--- config.mk ---
export PLATFORM = sky130hd
export DESIGN_NAME = hmn_ctrl
export DESIGN_NICKNAME = d
export VERILOG_FILES = /design/src/design/hmn_pkg.sv /design/src/design/hmn_ctrl.sv
export SDC_FILE = /design/constraint.sdc
export NUM_CORES = 1
export LEC_CHECK = 0
export BUFFER_PORTS_ARGS = -buffer_cell sky130_fd_sc_hd__buf_2
export CAP_MARGIN = 10
export CORE_MARGIN = 1.5
export CORE_UTILIZATION = 35
export DETAILED_ROUTE_END_ITERATION = 10
export GPL_TIMING_DRIVEN = 0
export PLACE_DENSITY = 0.67
export SYNTH_ARGS = -nofsm -noshare
export SYNTH_HDL_FRONTEND = slang
export SYNTH_SLANG_ARGS = --single-unit
--- constraint.sdc ---
create_clock -name clk -period 2.1 [get_ports clk]
set_input_delay 0.21 -clock clk [delete_from_list [all_inputs] [get_ports clk]]
set_output_delay 0.21 -clock clk [all_outputs]
set_load 0.01 [all_outputs]
--- src/design/hmn_pkg.sv ---
package hmn_pkg;

  typedef enum logic [3:0] {
    ST_IDLE,
    ST_READ,
    ST_EVAL,
    ST_MUL,
    ST_SQUARE,
    ST_SUM,
    ST_ROOT,
    ST_DIV_INIT,
    ST_DIV,
    ST_DIV_END,
    ST_LOAD
  } state_t;

  localparam logic [1:0] CFG_IMAGE_WIDTH = 2'd0;
  localparam logic [1:0] CFG_IMAGE_ROWS  = 2'd1;
  localparam logic [1:0] CFG_HEIGHT_GAIN = 2'd2;

  localparam logic FUNC_SAMPLE = 1'b0;
  localparam logic FUNC_FLUSH  = 1'b1;

  localparam logic [1:0] COMP_X = 2'd0;
  localparam logic [1:0] COMP_Y = 2'd1;
  localparam logic [1:0] COMP_Z = 2'd2;

  localparam int ROOT_STEPS = 31;
  localparam int DIV_STEPS  = 17;

  typedef struct packed {
    logic       capture;
    logic       read;
    logic       eval;
    logic       mul;
    logic       square;
    logic       sum;
    logic       root_step;
    logic       div_init;
    logic       div_step;
    logic       div_store;
    logic [1:0] sel;
    logic       load;
  } cmd_t;

  typedef struct packed {
    logic ignore;
    logic emit;
    logic out_free;
  } status_t;

endpackage

--- src/design/hmn_ctrl.sv ---
module hmn_ctrl
  import hmn_pkg::*;
(
  input  logic    clk,
  input  logic    rst,
  input  logic    in_valid,
  output logic    in_ready,
  input  status_t status,
  output cmd_t    cmd
);

  state_t     state, state_next;
  logic [4:0] cnt;
  logic [1:0] sel;
  logic       accept;

  assign accept = in_valid && in_ready;

  always_comb begin
    state_next = state;
    case (state)
      ST_IDLE:     if (accept && !status.ignore) state_next = ST_READ;
      ST_READ:     state_next = ST_EVAL;
      ST_EVAL:     state_next = status.emit ? ST_MUL : ST_IDLE;
      ST_MUL:      state_next = ST_SQUARE;
      ST_SQUARE:   state_next = ST_SUM;
      ST_SUM:      state_next = ST_ROOT;
      ST_ROOT:     if (cnt == 5'd0) state_next = ST_DIV_INIT;
      ST_DIV_INIT: state_next = ST_DIV;
      ST_DIV:      if (cnt == 5'd0) state_next = ST_DIV_END;
      ST_DIV_END:  state_next = (sel == COMP_Z) ? ST_LOAD : ST_DIV_INIT;
      ST_LOAD:     if (status.out_free) state_next = ST_IDLE;
      default:     state_next = ST_IDLE;
    endcase
  end

  always_comb begin
    cmd       = '0;
    cmd.sel   = sel;
    in_ready  = 1'b0;
    case (state)
      ST_IDLE: begin
        in_ready    = 1'b1;
        cmd.capture = accept;
      end
      ST_READ:     cmd.read = 1'b1;
      ST_EVAL:     cmd.eval = 1'b1;
      ST_MUL:      cmd.mul = 1'b1;
      ST_SQUARE:   cmd.square = 1'b1;
      ST_SUM:      cmd.sum = 1'b1;
      ST_ROOT:     cmd.root_step = 1'b1;
      ST_DIV_INIT: cmd.div_init = 1'b1;
      ST_DIV:      cmd.div_step = 1'b1;
      ST_DIV_END:  cmd.div_store = 1'b1;
      ST_LOAD:     cmd.load = status.out_free;
      default:     cmd = '0;
    endcase
  end

  always_ff @(posedge clk) begin
    if (rst) begin
      state <= ST_IDLE;
      cnt   <= '0;
      sel   <= COMP_X;
    end else begin
      state <= state_next;
      case (state)
        ST_SUM:      cnt <= 5'(ROOT_STEPS - 1);
        ST_ROOT:     if (cnt == 5'd0) sel <= COMP_X; else cnt <= cnt - 5'd1;
        ST_DIV_INIT: cnt <= 5'(DIV_STEPS - 1);
        ST_DIV:      if (cnt != 5'd0) cnt <= cnt - 5'd1;
        ST_DIV_END:  sel <= sel + 2'd1;
        default:     cnt <= cnt;
      endcase
    end
  end

endmodule

==> impl_metrics.yaml <==
run_status:
  status: "completed"
setup_path:
  end_kind: "output pin"
  cp.arrival_ns: 1.68
  cp_cell_sequence: "buf_2 > nand2_1 > inv_1 > o21ai_0 > and2_1 > buf_2"
  worst_path_max_delay_cell: "dfxtp_1"
  crit_required_ns: 1.89
  path_max_fanout: 10
  critical_path_class: "flip-flop to output pin"
  cpMostUsedCell: "buf_2"
  start_kind: "flip-flop"
  cpPeakStageDelay_ns: 0.49
global_routing:
  grt_overflow: 0
  grt_pass1_wl_um: 3340
  gr-usage-all-layers: 0.161
  antenna_found_initial: 0
  grt_max_degree: 11
  grt_pass1_vias: 774
placed_design:
  globalplace.congestion: 0.746
  dp_hpwl_um: 1530
  dp_cells: 154
  port_buffers: 19
clock_network:
  ctsResizeCount: 0
  cts-root-buf: "clkbuf_4"
  clkSinkCount: 11
  post_cts_buffers: 0
  clk_pin_slew_ns: 0.07
  htree_levels: 1
  postCtsHoldBufs: 0
  cts_tree: "yes"
  cts_inserted_buffers: 3
  clk_latency_ns: 0.27
  clockBufferDepth: 2
floorplan:
  core_um2: 2280
  initial_utilization: 0.380
  dieArea_um2: 2780
  rows: 17
  die_h_um: 52.7
  num_io_pins: 20
  die_w_um: 52.7
drt:
  drcViolationCount: 0
  postRouteAntennaNets: 0
  wl_per_cell_um: 12.6
  dr_total_vias: 859
  drt_pass1_iterations: 5
  drt-total-wl_um: 1990
  drtIter0Drc: 20
  routed_via_density: 5.44
final_layout:
  antenna_cells: 0
  nets: 140
  finalNonFillerCells: 158
  areaGrowthSynthToFinish_pct: 18.1
  drive_above_1_share: 0.292
synthesis:
  synth_top_family_by_area: "simple AND/OR/NAND/NOR gates"
  synthesis.area_um2: 866
  synth_xor_area_frac: 0.0202
  yosys_warnings: 0
  syn_nets: 116
  yosys.area_share.simple: 0.303
  synth_compound_area_frac: 0.288
  yosys.cell_types.count: 42
  syn_avg_cell_area_um2: 8.09
  synthAdderAreaFrac: 0.0434
  synth-edff-count: 0
  synthMuxAreaShare: 0
  synthCells: 107
  synth_ff_type: "dfxtp_1"
  async_flop_share: 0
  synth_seq_cells: 11
  ys_seq_area_frac: 0.254
power_and_ir_drop:
  power.leakage_nw: 0.433
  power_density_nw_per_um2: 1080
  ir_drop_v: 0.000566
  power.total_mw: 1.11
timing:
  hold_violations: 0
  setup_viol: 0
  setup_tns_ns: 0
  fin_worst_skew_ns: 0.00708
  final.period_utilization: 0.899
  max_slew_margin: 0.666
  worst_slew_pin_slew_ns: 0.502
  whs_ns: 0.353
  grt_setup_unrepaired: "no"
  slew_violations: 0
  period_needed_ns: 1.89
  fmax_ghz: 0.530
hold_path:
  min_path_type: "input pin to flip-flop"
flow_run:
  max-cap-violations: 0
-- worst max-delay path: cells and delay by family, from the launching register on --
family          cells  cell delay (ns)
simple gates        2             0.33
compound gates      1             0.08
buf+inv             3             0.50
flops               1             0.49
-- final timing paths --
| kind | start | endpoint | slack (ns) | depth (start not counted) |
|---|---|---|---|---|
| worst max-delay path | state[0]$_SDFFE_PP0P_ | cmd[1] | 0.21 | 6 |
| worst min-delay path | rst | cnt[1]$_SDFFE_PP0P_ | 0.35 | 4 |
| worst max register to register | cnt[0]$_SDFFE_PP0P_ | cnt[2]$_SDFFE_PP0P_ | 0.27 | 7 |
| worst min register to register | cnt[0]$_SDFFE_PP0P_ | cnt[0]$_SDFFE_PP0P_ | 0.51 | 2 |
-- kinds of logic (layout without fill, tap and decap cells) --
family	count (synthesis)	after routing
AO/OA/AOI/OAI	31	31
XOR/XNOR	2	2
adder cells (fa/ha/maj)	3	3
buffers and inverters	18	41
flip-flops	11	11
AND/OR/NAND/NOR	42	42
-- synth_stat cells (2+ instances only) --
cell	count	area (um2)
nand2_1	6	22.5
o21ai_0	2	10.0
clkbuf_1	2	7.51
ha_1	3	37.5
and2_1	3	18.8
nor2_1	7	26.3
or2_2	2	12.5
nand2b_1	5	31.3
nor4_1	2	12.5
dfxtp_1	11	220
nor3_1	7	35.0
a21oi_1	10	50.1
inv_1	11	41.3
nand4bb_1	2	22.5
buf_2	3	15.0
o211ai_1	4	30.0
a22oi_1	2	15.0
-- layer usage --
| metal | vias up | track usage | wire length, um |
|---|---|---|---|
| met4 | 0 | 0.0385 | 15 |
| li1 | 439 | - | - |
| met2 | 27 | 0.263 | 895 |
| met3 | 2 | 0.0371 | 109 |
| met5 | - | 0 | 0 |
| met1 | 391 | 0.212 | 964 |
-- area by class of cell --
class | instances | area, um2
Fill cell | 239 | 1250
Inverter | 12 | 45.0
Timing Repair Buffer | 19 | 95.1
Tap cell | 28 | 35.0
Buffer | 6 | 33.8
Clock buffer | 4 | 26.3
Multi-Input combinational cell | 78 | 567
Sequential cell | 11 | 220
-- cell usage in the layout, fill, tap and decap left out, types with 2 or more instances in the layout --
master,synthesis,routed
nor3_1,7,7
nor2_1,7,7
a21oi_1,10,10
nand4bb_1,2,2
nor4_1,2,2
inv_1,11,11
clkbuf_4,0,3
nand2_1,6,6
dfxtp_1,11,11
and2_1,3,3
clkbuf_1,2,3
o21ai_0,2,2
o211ai_1,4,4
nand2b_1,5,5
or2_2,2,2
ha_1,3,3
buf_2,3,22
a22oi_1,2,2
-- sequential cells by signal, indices dropped and copies added, names as in the netlist --
register	flops
cnt	5
state	4
sel	2
-- power by group --
group / internal [mW] / switching (mW) / total [mW]
sequential: 0.253 / 0.0571 / 0.310
clock: 0.0736 / 0.0797 / 0.153
combinational: 0.274 / 0.369 / 0.643
-- per-stage QoR --
stage,area [um2],worst slack [ns],utilization
finish,1020,0.212,0.449
global route,1020,0.0602,0.449
CTS,1020,0.215,0.449
detailed placement,996,0.297,0.438
global placement,996,0.306,0.438
floorplan,866,0.419,-
Power figures use the tool's default switching activity.
